<file path="src/design/bsr_pkg.sv">
// Shared types, constants and header checks for the BMP stream to RGBA decoder.
`default_nettype none

package bsr_pkg;

   // Image size limits accepted by the decoder.
   localparam int unsigned MAX_WIDTH  = 4096;
   localparam int unsigned MAX_HEIGHT = 4096;

   // Header layout and format constants.
   localparam logic [31:0] HDR_LEN   = 32'd34;
   localparam logic [31:0] LAST_HDR  = HDR_LEN - 32'd1;
   localparam logic [15:0] BMP_SIG   = 16'h4D42;
   localparam logic [31:0] MIN_INFO  = 32'd40;
   localparam logic [15:0] BPP_24    = 16'd24;
   localparam logic [15:0] BPP_32    = 16'd32;
   localparam logic [7:0]  COMP_RGB  = 8'd0;
   localparam logic [7:0]  COMP_BITF = 8'd3;
   localparam logic [7:0]  ALPHA_OPQ = 8'd255;

   // Column and row counters hold values up to the image limits.
   localparam int unsigned CNT_W = $clog2(MAX_WIDTH > MAX_HEIGHT ? MAX_WIDTH : MAX_HEIGHT) + 1;

   // Request kinds carried in tuser.
   typedef enum logic {
      REQ_BYTE = 1'b0,
      REQ_EOF  = 1'b1
   } req_kind_type;

   // Result kinds carried in tuser.
   typedef enum logic {
      RSP_PIXEL  = 1'b0,
      RSP_STATUS = 1'b1
   } rsp_kind_type;

   // File status codes.
   typedef enum logic [2:0] {
      ST_OK          = 3'd0,
      ST_BAD_SIG     = 3'd1,
      ST_UNSUPPORTED = 3'd2,
      ST_TRUNCATED   = 3'd3,
      ST_INFO_SMALL  = 3'd4
   } status_type;

   // Header fields gathered from the first bytes of the file.
   typedef struct packed {
      logic [31:0] pixel_offset;
      logic [31:0] info_size;
      logic [31:0] width;
      logic [31:0] height;
      logic [15:0] signature;
      logic [15:0] planes;
      logic [15:0] bpp;
      logic [7:0]  compression;
      logic        comp_high;
   } hdr_type;

   // Magnitude of the signed image height.
   function automatic logic [31:0] height_mag(input logic [31:0] height);
      return height[31] ? (32'd0 - height) : height;
   endfunction

   // Signature and format checks on a header, bad signature ranked first.
   function automatic status_type header_status(input hdr_type h);
      logic [31:0] hmag;
      logic        bad;
      hmag = height_mag(h.height);
      bad  = (h.planes != 16'd1) || h.width[31] || (h.width == 32'd0) ||
             (h.width > 32'(MAX_WIDTH)) || (h.height == 32'd0) ||
             (hmag > 32'(MAX_HEIGHT)) ||
             ((h.bpp != BPP_24) && (h.bpp != BPP_32)) || h.comp_high ||
             ((h.compression != COMP_RGB) && (h.compression != COMP_BITF)) ||
             (h.pixel_offset < HDR_LEN);
      if (h.signature != BMP_SIG) begin
         return ST_BAD_SIG;
      end
      if (bad) begin
         return ST_UNSUPPORTED;
      end
      return ST_OK;
   endfunction

endpackage

`default_nettype wire

</file>
<file path="src/design/bmp_stream_to_rgba_core.sv">
// Top level of the BMP byte stream to RGBA pixel decoder.
// A result is registered and presented on the rsp channel in the cycle after its transaction is accepted.
// Throughput: one file byte or end-of-file transaction per cycle while the rsp side is not stalled; the
// parse counters and compares on the header fields all settle within that cycle.
// Reset (synchronous, active high) clears the parser and drops any pending result.
// Every end-of-file transaction also returns the parser to its reset state.
`default_nettype none

module bmp_stream_to_rgba_core (
   input  wire logic        clock,
   input  wire logic        reset,
   input  wire logic        req_tvalid,
   output logic             req_tready,
   input  wire logic [7:0]  req_tdata,   // [7:0] data_byte
   input  wire logic        req_tuser,   // [0] req_type
   output logic             rsp_tvalid,
   input  wire logic        rsp_tready,
   output logic [63:0]      rsp_tdata,   // [7:0] red, [15:8] green, [23:16] blue,
                                         // [31:24] alpha, [43:32] column,
                                         // [55:44] target_row, [58:56] status, rest zero
   output logic             rsp_tuser    // [0] result_kind
);

   localparam int unsigned CW = bsr_pkg::CNT_W;

   // Parser state.
   logic [31:0]           byte_pos_ff, byte_pos_in;
   bsr_pkg::hdr_type      hdr_ff, hdr_in;
   logic [CW-1:0]         col_ff, col_in;
   logic [CW-1:0]         src_row_ff, src_row_in;
   logic [1:0]            bip_ff, bip_in;
   logic [1:0]            pad_ff, pad_in;
   logic [23:0]           held_ff, held_in;
   bsr_pkg::status_type   file_status_ff, file_status_in;

   // Result register.
   logic                  rsp_valid_ff, rsp_valid_in;
   logic [63:0]           rsp_data_ff, rsp_data_in;
   logic                  rsp_user_ff, rsp_user_in;

   // Working signals.
   logic                  req_fire;
   logic                  is_eof;
   logic                  in_header;
   logic [31:0]           hmag;
   logic                  rows_left;
   logic                  four_bpp;
   logic [1:0]            lane;
   logic                  pix_active;
   logic                  emit;
   logic [CW-1:0]         col_next;
   logic [1:0]            row_pad;
   logic [7:0]            px_red, px_green, px_blue, px_alpha;
   logic [11:0]           px_row;
   bsr_pkg::status_type   eof_status;
   bsr_pkg::status_type   hdr_check;

   // A new transaction is taken whenever the result register is free or draining.
   assign req_tready = !rsp_valid_ff || rsp_tready;
   assign req_fire   = req_tvalid && req_tready;
   assign is_eof     = (req_tuser == bsr_pkg::REQ_EOF);

   // Decoded header quantities used by the pixel path.
   assign in_header = (byte_pos_ff < bsr_pkg::HDR_LEN);
   assign hmag      = bsr_pkg::height_mag(hdr_ff.height);
   assign rows_left = ({{(32-CW){1'b0}}, src_row_ff} < hmag);
   assign four_bpp  = (hdr_ff.bpp == bsr_pkg::BPP_32);
   assign lane      = byte_pos_ff[1:0] + 2'd2;
   assign row_pad   = four_bpp ? 2'd0 : hdr_ff.width[1:0];
   assign col_next  = col_ff + CW'(1);

   // Merge the incoming byte into the header fields.
   always_comb begin
      hdr_in = hdr_ff;
      if (in_header) begin
         case (byte_pos_ff[5:0])
            6'd0, 6'd1: begin
               hdr_in.signature[{byte_pos_ff[0], 3'b000} +: 8] = req_tdata;
            end
            6'd10, 6'd11, 6'd12, 6'd13: begin
               hdr_in.pixel_offset[{lane, 3'b000} +: 8] = req_tdata;
            end
            6'd14, 6'd15, 6'd16, 6'd17: begin
               hdr_in.info_size[{lane, 3'b000} +: 8] = req_tdata;
            end
            6'd18, 6'd19, 6'd20, 6'd21: begin
               hdr_in.width[{lane, 3'b000} +: 8] = req_tdata;
            end
            6'd22, 6'd23, 6'd24, 6'd25: begin
               hdr_in.height[{lane, 3'b000} +: 8] = req_tdata;
            end
            6'd26, 6'd27: begin
               hdr_in.planes[{byte_pos_ff[0], 3'b000} +: 8] = req_tdata;
            end
            6'd28, 6'd29: begin
               hdr_in.bpp[{byte_pos_ff[0], 3'b000} +: 8] = req_tdata;
            end
            6'd30: begin
               hdr_in.compression = req_tdata;
            end
            6'd31, 6'd32, 6'd33: begin
               hdr_in.comp_high = hdr_ff.comp_high || (req_tdata != 8'd0);
            end
            default: begin
               hdr_in = hdr_ff;
            end
         endcase
      end
   end

   // Status checks: on the completed header, and at end of file.
   assign hdr_check = bsr_pkg::header_status(hdr_in);

   always_comb begin
      eof_status = bsr_pkg::header_status(hdr_ff);
      if (eof_status == bsr_pkg::ST_OK) begin
         if (rows_left) begin
            eof_status = bsr_pkg::ST_TRUNCATED;
         end else if (hdr_ff.info_size < bsr_pkg::MIN_INFO) begin
            eof_status = bsr_pkg::ST_INFO_SMALL;
         end
      end
   end

   // Pixel byte path: pixels are read once the header passed and the offset is reached.
   assign pix_active = !in_header && (file_status_ff == bsr_pkg::ST_OK) &&
                       (byte_pos_ff >= hdr_ff.pixel_offset) && rows_left;

   assign px_red   = four_bpp ? held_ff[23:16] : req_tdata;
   assign px_green = held_ff[15:8];
   assign px_blue  = held_ff[7:0];
   assign px_alpha = four_bpp ? req_tdata : bsr_pkg::ALPHA_OPQ;
   assign px_row   = hdr_ff.height[31] ? (hmag[11:0] - 12'd1 - src_row_ff[11:0])
                                       : src_row_ff[11:0];

   // Next state of the parser for the accepted transaction.
   always_comb begin
      byte_pos_in    = byte_pos_ff;
      col_in         = col_ff;
      src_row_in     = src_row_ff;
      bip_in         = bip_ff;
      pad_in         = pad_ff;
      held_in        = held_ff;
      file_status_in = file_status_ff;
      emit           = 1'b0;
      rsp_user_in    = bsr_pkg::RSP_PIXEL;
      rsp_data_in    = '0;
      if (is_eof) begin
         // End of file: report the status and go back to the reset state.
         byte_pos_in    = '0;
         col_in         = '0;
         src_row_in     = '0;
         bip_in         = '0;
         pad_in         = '0;
         held_in        = '0;
         file_status_in = bsr_pkg::ST_OK;
         emit           = 1'b1;
         rsp_user_in    = bsr_pkg::RSP_STATUS;
         rsp_data_in[58:56] = eof_status;
      end else begin
         if (byte_pos_ff != 32'hFFFF_FFFF) begin
            byte_pos_in = byte_pos_ff + 32'd1;
         end
         if (in_header) begin
            // Judge the header once its last byte is in.
            if (byte_pos_ff == bsr_pkg::LAST_HDR) begin
               file_status_in = hdr_check;
               if ((hdr_check == bsr_pkg::ST_OK) && (hdr_in.info_size < bsr_pkg::MIN_INFO)) begin
                  file_status_in = bsr_pkg::ST_INFO_SMALL;
               end
            end
         end else if (pix_active) begin
            if (pad_ff != 2'd0) begin
               // Drop a row padding byte.
               pad_in = pad_ff - 2'd1;
               if (pad_ff == 2'd1) begin
                  src_row_in = src_row_ff + CW'(1);
               end
            end else if (four_bpp ? (bip_ff != 2'd3) : (bip_ff != 2'd2)) begin
               // Hold a byte of the pixel being built.
               held_in[{bip_ff, 3'b000} +: 8] = req_tdata;
               bip_in = bip_ff + 2'd1;
            end else begin
               // Last byte of a pixel: emit it and advance the column.
               emit        = 1'b1;
               rsp_data_in = {5'd0, bsr_pkg::ST_OK, px_row, col_ff[11:0],
                              px_alpha, px_blue, px_green, px_red};
               held_in     = '0;
               bip_in      = '0;
               col_in      = col_next;
               if ({{(32-CW){1'b0}}, col_next} >= hdr_ff.width) begin
                  col_in = '0;
                  if (row_pad == 2'd0) begin
                     src_row_in = src_row_ff + CW'(1);
                  end else begin
                     pad_in = row_pad;
                  end
               end
            end
         end
      end
   end

   // Result register handshake.
   always_comb begin
      rsp_valid_in = rsp_valid_ff;
      if (req_fire && emit) begin
         rsp_valid_in = 1'b1;
      end else if (rsp_tready) begin
         rsp_valid_in = 1'b0;
      end
   end

   // Parser and result valid registers.
   always_ff @(posedge clock) begin
      if (reset) begin
         byte_pos_ff    <= '0;
         hdr_ff         <= '0;
         col_ff         <= '0;
         src_row_ff     <= '0;
         bip_ff         <= '0;
         pad_ff         <= '0;
         held_ff        <= '0;
         file_status_ff <= bsr_pkg::ST_OK;
         rsp_valid_ff   <= 1'b0;
      end else begin
         rsp_valid_ff <= rsp_valid_in;
         if (req_fire) begin
            byte_pos_ff    <= byte_pos_in;
            hdr_ff         <= is_eof ? '0 : hdr_in;
            col_ff         <= col_in;
            src_row_ff     <= src_row_in;
            bip_ff         <= bip_in;
            pad_ff         <= pad_in;
            held_ff        <= held_in;
            file_status_ff <= file_status_in;
         end
      end
   end

   // Result payload register.
   always_ff @(posedge clock) begin
      if (req_fire && emit) begin
         rsp_data_ff <= rsp_data_in;
         rsp_user_ff <= rsp_user_in;
      end
   end

   assign rsp_tvalid = rsp_valid_ff;
   assign rsp_tdata  = rsp_data_ff;
   assign rsp_tuser  = rsp_user_ff;

`ifndef ASSERT_OFF
   // An end-of-file transaction always yields a status result in the next cycle.
   a_eof_status: assert property (@(posedge clock) disable iff (reset)
      (req_fire && is_eof) |=> (rsp_tvalid && (rsp_tuser == bsr_pkg::RSP_STATUS)))
      else $error("end of file did not yield a status result");

   // End of file rewinds the byte position.
   a_eof_rewind: assert property (@(posedge clock) disable iff (reset)
      (req_fire && is_eof) |=> (byte_pos_ff == 32'd0))
      else $error("byte position not cleared after end of file");

   // Padding is only dropped between whole pixels.
   a_pad_aligned: assert property (@(posedge clock) disable iff (reset)
      (pad_ff != 2'd0) |-> (bip_ff == 2'd0))
      else $error("row padding while a pixel is partly built");

   // Pixels are only emitted after a header that passed.
   a_pixel_ok: assert property (@(posedge clock) disable iff (reset)
      (req_fire && emit && !is_eof) |-> (file_status_ff == bsr_pkg::ST_OK))
      else $error("pixel emitted for a rejected file");
`endif

endmodule

`default_nettype wire

</file>
<file path="config.mk">
export PLATFORM = sky130hd
export DESIGN_NAME = bmp_stream_to_rgba_core
export DESIGN_NICKNAME = d
export VERILOG_FILES = /design/src/design/bsr_pkg.sv /design/src/design/bmp_stream_to_rgba_core.sv
export SDC_FILE = /design/constraint.sdc
export NUM_CORES = 1
export LEC_CHECK = 0
export BUFFER_PORTS_ARGS = -buffer_cell sky130_fd_sc_hd__buf_2
export CAP_MARGIN = 10
export CORE_MARGIN = 2
export CORE_UTILIZATION = 45
export CTS_CLUSTER_SIZE = 14
export DETAILED_ROUTE_END_ITERATION = 6
export PLACE_DENSITY = 0.72
export SKIP_LAST_GASP = 1
export SLEW_MARGIN = 20
export SYNTH_ARGS = -nofsm -noshare
export SYNTH_HDL_FRONTEND = slang
export SYNTH_SLANG_ARGS = --single-unit
export TNS_END_PERCENT = 100
</file>
<file path="constraint.sdc">
create_clock -name clock -period 7.1 [get_ports clock]
set_input_delay 1.42 -clock clock [delete_from_list [all_inputs] [get_ports clock]]
set_output_delay 1.42 -clock clock [all_outputs]
set_load 0.02 [all_outputs]
</file>
# Yosys cells after proc, flatten, opt, wreduce, memory -nomap -nowiden
# Cells that the tools add are included.
# totals
latchBits,0
inputBits,13
mem_count,0
regBits,340
mem_bits_ro,0
elab_cells,257
ram_bits,0
out_inout_bits,67
# op_classes
shifts,6
div,0
n_eq_ne,47
addsub,13
n_mul,0
n_reduce_logical,68
muxes,89
bitwise,1
magnitude_cmp,12
# ops
operator,n
$mux W185,2
$mux W32,8
$mux W13,14
$lt A32 B6 Y1 const B,5
$bwmux W32,4
$gt A32 B13 Y1 const B,4
$logic_not A32 Y1,4
$mux W24,5
$eq A6 B5 Y1 const B,16
$sub A1 B32 Y32 const A,2
$bwmux W16,3
$mux W16,3
$mux W3,16
$eq A6 B4 Y1 const B,6
$add A32 B1 Y32 const B,1
$eq A32 B6 Y1 const B,1
$ge A13 B32 Y1,1
$ge A32 B32 Y1,1
$lt A13 B32 Y1,1
$ne A16 B1 Y1 const B,2
$ne A16 B15 Y1 const B,2
$ne A16 B5 Y1 const B,2
$ne A16 B6 Y1 const B,2
$ne A32 B32 Y1 const B,1
47 further kinds,130

# Longest topological paths before layout
# Gate-level depths: netlist (run 1).
# logic_depth
depth_word,26
depth_mapped,20
ltp_nobuf,18

# Least setup slack after synthesis (run 1)
# Ideal clock, no wire load.
# synth_timing
path_kind,flip-flop to flip-flop
from,register hdr_ff[69] (netlist name)
to,register rsp_data_ff[0] (netlist: rsp_tdata[0]) (enable)
setup_time_ns,0.414
slack_ns,2.383
arrival_ns,4.303
n_path_buf,3
period_less_slack_ns,4.717
path_stages_with_launch,15
path_cell_list,dfxtp_1 buf_4 or3_4 or3_1 or4_4 o31ai_1 mux2_2 o2111ai_1 nor4_2 o21ai_1 and2_1 buf_6 a31oi_4 buf_6 inv_1
# synth_via
elab_chain_len,8
# synth_rtl
element,line,source
"start, declared",bmp_stream_to_rgba_core.sv:28,"bsr_pkg::hdr_type hdr_ff, hdr_in;"
"start signal, assigned",bmp_stream_to_rgba_core.sv:230,hdr_ff <= is_eof ? '0 : hdr_in;
$sub A1 B32 Y32,bsr_pkg.sv:60,return height[31] ? (32'd0 - height) : height;
$mux W32 *,bsr_pkg.sv:60,
$lt A13 B32 Y1 *,bmp_stream_to_rgba_core.sv:66,"assign rows_left = ({{(32-CW){1'b0}}, src_row_ff} < hmag);"
$logic_and A1 B1 Y1 *,bmp_stream_to_rgba_core.sv:127,(byte_pos_ff >= hdr_ff.pixel_offset) && rows_left;
$mux W1 *,bmp_stream_to_rgba_core.sv:172,end else if (pix_active) begin
$mux W1 *,bmp_stream_to_rgba_core.sv:164,if (in_header) begin
$mux W1 *,bmp_stream_to_rgba_core.sv:148,if (is_eof) begin
$logic_and A1 B1 Y1 *,bmp_stream_to_rgba_core.sv:243,if (req_fire && emit) begin
"end signal, assigned",bmp_stream_to_rgba_core.sv:244,rsp_data_ff <= rsp_data_in;
"end, declared",bmp_stream_to_rgba_core.sv:38,"logic [63:0] rsp_data_ff, rsp_data_in;"
# Mark *: on every way between the ends. The rest lies on a longest branch, timed or not.
# A chain may end at the register's enable or synchronous reset.

# Worst setup path after layout (run 1)
# layout_timing
from,register byte_pos_ff[0]
to,register file_status_ff[2]
# layout_via
elab_chain_len,25
elab_cells_between_ends,100
cone_classes,add/sub (4); order compare (5); eq/ne (31); shift (4); mux (28); reduce/logical (28)
# layout_rtl
element,line,source
"start, declared",bmp_stream_to_rgba_core.sv:27,"logic [31:0] byte_pos_ff, byte_pos_in;"
"start signal, assigned",bmp_stream_to_rgba_core.sv:229,byte_pos_ff <= byte_pos_in;
branches (longest 25 deep; another with $sub A1 B32 Y32),-,
"end signal, assigned",bmp_stream_to_rgba_core.sv:224,file_status_ff <= bsr_pkg::ST_OK;
"end signal, assigned",bmp_stream_to_rgba_core.sv:236,file_status_ff <= file_status_in;
"end, declared",bmp_stream_to_rgba_core.sv:34,"bsr_pkg::status_type file_status_ff, file_status_in;"
# Parallel ways; which one is timed is not known. The select of a mux whose other input is x is not followed.

==> results of run 1 <==
-- logic make-up after synthesis --
kind of cell	Yosys count
flip-flops	332
multiplexers	39
adder cells (fa/ha/maj)	82
AND/OR/NAND/NOR	984
XOR/XNOR	65
buffers and inverters	221
other	1
AO/OA/AOI/OAI	541
-- flip-flops by register name, summed over array words and instances (netlist names) --
name and cells:
rsp_tvalid 1, src_row_ff 13, rsp_tuser 1, held_ff 24
rsp_tdata 59, byte_pos_ff 32, pad_ff 2, hdr_ff 182
bip_ff 2, file_status_ff 3, col_ff 13
-- worst max-delay path: cells and delay by family (launching register included) --
family | cells | cell delay [ps]
AO/OA/AOI/OAI | 6 | 2130
AND/OR/NAND/NOR | 6 | 1830
flip-flops | 1 | 750
adder cells (fa/ha/maj) | 1 | 520
buffers and inverters | 1 | 510
-- worst max-delay path by stage --
stage                             end  slack (ps)  depth (start not counted)
floorplan                rsp_tdata[0]        2380                         14
global placement    file_status_ff[2]        1540                         14
detailed placement  file_status_ff[2]        1450                         14
CTS                 file_status_ff[2]        1400                         14
global route        file_status_ff[2]         840                         14
finish              file_status_ff[2]        1280                         14
-- cell type report --
class	instances	area, µm²
Fill cell	3948	20900
Multi-Input combinational cell	1716	10700
Sequential cell	332	7250
Clock buffer	45	977
Tap cell	539	674
Timing Repair Buffer	96	542
Inverter	87	328
Clock inverter	24	274
-- cells in the final DEF (no fill, tap or decap), types with 9 or more instances in the layout --
cell       netlist  layout
nor4_1          50      47
mux2_2           9       9
and3_1          34      34
buf_2            9      73
or3b_2          12      12
edfxtp_1        60      60
nand3_1         69      69
and2_1          45      45
nand4_1         36      36
dfxtp_1        272     272
inv_1           85      84
xnor2_1         27      27
ha_1            81      81
a21o_1          26      26
nand2_1        121     121
mux2i_1         30      30
o21ai_1         17      17
a211oi_1        10      10
nor2b_1         19      19
buf_4            8      22
a21oi_1        104     104
nand2b_1        20      20
or4_1           10      10
nor2_1         391     390
a22oi_1        141     141
o21ai_0         76      76
clkbuf_16        0      38
xor2_1          38      38
a31oi_1         18      18
or3_1           51      51
nor3_1          60      59
a32oi_1         40      40
-- routing by layer --
metal	vias up	part of all wire, %
met2	847	45
met3	152	9.7
li1	8280	-
met4	2	3.5
met1	8578	42
met5	-	0.011
-- report_power, final --
group	switching (mW)	internal [mW]	total, mW
Clock	0.830	1.17	2.00
Combinational	0.202	0.0456	0.247
Sequential	0.00789	1.93	1.94
==> results.md, run 1 <==
* Status: finished clean
* Final period util at about 80%
* Die Wd at between 200 and 250 µm
* CP startpoint kind: flop
* Hold Path Depth at 2
* Global routing's busiest layer: met2
* Worst reg2reg startpoint: byte_pos_ff[0]
* Vias at approximately 18000
* XOR/XNOR Fraction of Synth Area at between 3 and 4%
* Hold slack at 458 ps
* Post-place setup slack at between 1000 and 1500 ps
* Clock Path Buffers at 3
* Power, Total at around 4.2 mW
* Initial antenna violation count at 1
* Leading post-synthesis cells by instance count: 391 x nor2_1, 272 x dfxtp_1, 141 x a22oi_1
* Synthesized-area fraction occupied by adder cells at under 10%
* # hold bufs at CTS at 0
* Crit path from: byte_pos_ff[0]
* Crit Path Class: reg -> reg
* Fin cells at roughly 2800
* Setup violators final at 0
* Post-synthesis mux area share at 2.13%
* Core Footprint at 41700 µm²
* Worst hold start: file_status_ff[1]
* PortBufs at 74
* Final worst-path setup slack at about 1300 ps
* Post-Synth Simple-Gate Area at about a quarter
* Wire per inst at roughly 22 µm
* RSZ-0062 raised after global routing: no
* Register area share after synthesis at roughly two fifths
* Final Max Slew Viols at 0
* Post-synth cell types at 98
* Synth area leaders: dfxtp_1 29%, edfxtp_1 9.5%, nor2_1 7.8%
* First-pass GRT wire length at just under 100 mm
* Syn Std Cell Area at approximately 19000 µm²
* Total gr overflow at 0
* RR Endpoint: file_status_ff[2]
* Yosys Warn Count at 0
* Drt pass-1 iters at 6
* Most frequent cell after synthesis: nor2_1
* Post-synth ARST share at 0%
* Largest net degree at the start of global routing at between 100 and 150
* DRC violations left at 0
* Io pins at 80
* Required time of the critical path at about 7600 ps
* Clock-pin slew on the worst setup and hold paths at 60 ps
* Worst hold path class: reg -> reg
* GR Util met3 at under 10%
* Row Count at 75
* Max-cap violations at 0
* Clock Root Buffer: clkbuf_16
* Drt via density at around 6.3
* DIE HEIGHT at approximately 210 µm
* Routability Congestion at a little over 1
* Worst slew pin tran at about 1100 ps
* Die ar. at about 44000 µm²
* Postcts setup bufs at 0
* EDFF count, synth at 60
* R2R depth at 14
* Synth area leader: dfxtp_1
* Crit path cell chain: clkinv_1, ha_1, nor2_2, o22ai_1, nand3_4, nor2_1, a311oi_1, nand4_1, or4_4, a211o_1, a2111oi_2, nand4_1, a2111oi_2, a22o_1
* CTS Sinks at roughly 330
* Main synth FF type: dfxtp_1
* Main combinational cell family by area after synthesis: simple AND/OR/NAND/NOR gates
* Worst-path maximum fanout at 18
* Slowest CP cell: dfxtp_1
* Worst hold path endpoint: file_status_ff[1]
* Routing usage on met2 at between 40% and 50%
* Fin Clk Skew at ~21 ps
* ANT nets after route at 0
* Setup TNS at 0 ps
* Share of the synthesized area in the top cell type at between 20% and 30%
* Clk_lat worst skew at about 570 ps
* Post-DP HPWL at around 45 mm
* Area grow syn2layout at 10.1%
* Peak per-stage delay on the critical path at about 750 ps
* Min Tclk post-route at 5820 ps
* GRT Overall Usage at between 20% and 30%
* Mean post-synth cell area at approximately 8.3 µm²
* Placed Instance Area at roughly 20000 µm²
* Post-synthesis register bit count at approximately 330
* Vias in the first global route at ~17000
* Worst Setup End Kind: flop
* Reg2Reg Setup Slack at 1280 ps
* Diodes inserted at 0
* Post-Place Cells at around 2800
* Post-synthesis compound-gate area fraction at about a fifth
* Fin. Hold Viols at 0
* Inserted Clock Buffers at 38
* Detailed Route WL at roughly 63 mm
* Crit path arrival time at approximately 6300 ps
* Power per cell area at 202 nW/µm²
* Share of cells above drive strength 1 at around a tenth
* Post-layout net count at 2366
* Finished Cell Area at 20800 µm²
* LEAKAGE at 7.72 nW
* CTS tree: yes
* Drt initial violations at 1831
* Max IR drop VDD at approximately 160 µV
* Core Util, Final at between 40% and 50%
* Met1 global-route usage at 38.2%
* H-tree depth at 2
* Post_cts resized at 0
* Cells after Synth at between 2000 and 2500
* Fmax at 172 MHz
* Initial core utilization at a little under half
* Slew headroom at approximately 25%
Power figures use the tool's default switching activity.
==> run 2: changes to the inputs <==
==> constraint.sdc (replaced) <==
create_clock -name clock -period 5.6 [get_ports clock]
set_input_delay 1.12 -clock clock [delete_from_list [all_inputs] [get_ports clock]]
set_output_delay 1.12 -clock clock [all_outputs]
set_load 0.02 [all_outputs]
==> run 2 against run 1 <==
Compared with the run above: die area unchanged; critical endpoint unchanged; maximum frequency grew 10%; via count grew 1.8%; combinational power is 37% higher; routed wire length rose by 2.0%; largest cell class unchanged; non-clock buffer count up 42; clock skew up 17 ps; hold slack lost 7.4 ps; global-route usage up 0.46 points.
==> results.md, run 2 (same netlist as run 1, synthesis figures left out) <==
* Total gr overflow at 0
* Gate power share at roughly 6.3%
* Clock-pin slew on the worst setup and hold paths at 60 ps
* Final period util at roughly 94%
* Drt pass-1 iters at 7
* Clk_lat worst skew at approximately 590 ps
* DRC violations left at 0
* Initial core utilization at 45.3%
* Fin. Hold Viols at 0
* Sw power at approximately 1.4 mW
* Fmax at approximately 190 MHz
* CTS tree: yes
* Switching share of total power at 25.1%
* Diodes inserted at 0
* Worst hold path class: reg -> reg
* Power per cell area at 255 nW/µm²
* Post-DP HPWL at 46.3 mm
* Most frequent cells in the layout: 390 x nor2_1, 272 x dfxtp_1, 141 x a22oi_1
* CTS Sinks at 332
* LEAKAGE at 7.99 nW
* Vias in the first global route at between 15000 and 20000
* Commonest non-fill, non-tap cell in the layout: nor2_1
* Wire per inst at 22.2 µm
* Setup TNS at 0 ps
* RSZ-0062 raised after global routing: no
* Required time of the critical path at 6090 ps
* Io pins at 80
* Post-layout net count at roughly 2400
* H-tree depth at 2
* First-pass GRT wire length at 99.3 mm
* Flop pwr share at a little under half
* Max IR drop VDD at about 220 µV
* Clock Path Buffers at 3
* CP startpoint kind: flop
* Share of cells above drive strength 1 at a little under an eighth
* Largest register FFs at 182
* Row Count at 75
* Largest reg by FF count: hdr_ff
* Slew headroom at between 8 and 9%
* Worst-path maximum fanout at 9
* Max-cap violations at 0
* ANT nets after route at 0
* Fin Clk Skew at 38.4 ps
* Post_cts resized at 0
* Drt initial violations at roughly 1800
* Postcts setup bufs at 0
* Min Tclk post-route at between 5000 and 6000 ps
* Routability Congestion at between 0.9 and 1
* Setup violators final at 0
* Inserted Clock Buffers at 39
* Clock Root Buffer: clkbuf_16
* Final Max Slew Viols at 0
* Crit Path Class: reg -> reg
* Worst slew pin tran at approximately 1400 ps
* Core Util, Final at 50.8%
* Drt via density at about 6.3
* Largest net degree at the start of global routing at about 130
* DIE HEIGHT at about 210 µm
* Vias at about 18000
* Status: finished clean
* Die ar. at 43600 µm²
* Die Wd at between 200 and 250 µm
* # hold bufs at CTS at 0
* Crit path arrival time at 5770 ps
* Core Footprint at 41700 µm²
* Internal power at about 4.0 mW
* GRT Overall Usage at approximately 29%
* Area grow syn2layout at 12.2%
* Initial antenna violation count at 0
* Worst Setup End Kind: flop
* PortBufs at 74
* Clk network pwr share at between 40% and 50%
* Detailed Route WL at 64.2 mm
-- run 2: cell types whose count changed in the layout (fill, tap and decap cells not counted), sizes merged --
cell | before | now
buf | 96 | 138
clkbuf | 45 | 54
clkinv | 16 | 13
bufinv | 5 | 3
clkinvlp | 4 | 2
inv | 86 | 87
-- run 2: layout make-up --
cell class | instances | area [µm²]
clock buffer | 54 | 1090
clock inverter | 18 | 225
fill | 3920 | 20500
inverter | 87 | 327
multi-input combinational | 1716 | 10700
sequential | 332 | 7250
tap | 539 | 674
timing repair buffer | 138 | 870
-- run 2: final timing paths --
path | startpoint | to | slack, ps | cells past startpoint
min reg2reg | file_status_ff[0] | file_status_ff[0] | 450 | 2
min | file_status_ff[0] | file_status_ff[0] | 450 | 2
max reg2reg | byte_pos_ff[1] | file_status_ff[2] | 320 | 15
max | byte_pos_ff[1] | file_status_ff[2] | 320 | 15
-- run 2: power by group through the flow --
stage	registers, mW	clock network [mW]	logic [mW]
6_report	2.46	2.60	0.338
5_1_grt	2.46	2.75	0.350
4_1_cts	2.46	2.64	0.326
3_5_place_dp	2.51	0	0.325
3_3_place_gp	2.51	0	0.321
2_1_floorplan	2.54	0	0.167
-- run 2: critical path, stage by stage, from the launching register on --
cell,delay (ps)
dfxtp_1,510
inv_1,140
ha_1,380
nor3b_1,1120
nand2_1,350
nand2_1,150
a221o_1,190
o21bai_1,70
or3b_1,180
mux2_2,320
a2111oi_0,380
buf_4,190
nor4bb_1,450
nand4_1,170
a2111oi_2,410
a22o_1,180
-- run 2: stage by stage --
step	instances	instance area, µm²	hold WS (ps)	power, mW	setup WS (ps)
final	2884	21200	450	5.40	320
after global routing	2884	21200	487	5.56	228
after CTS	2884	21200	449	5.43	595
after detailed placement	2812	19800	449	2.84	650
after global placement	2812	19800	437	2.83	608
after floorplan	2269	18900	424	2.71	883
-- run 2: routing by layer --
layer  vias to the layer above  track usage [%]  part of all wire, %
li1                       8381                -                    -
met1                      8775             37.7                   41
met2                       858             47.6                   47
met3                       165             5.17                  8.9
met4                         0             10.9                  3.8
met5                         -                0                    0
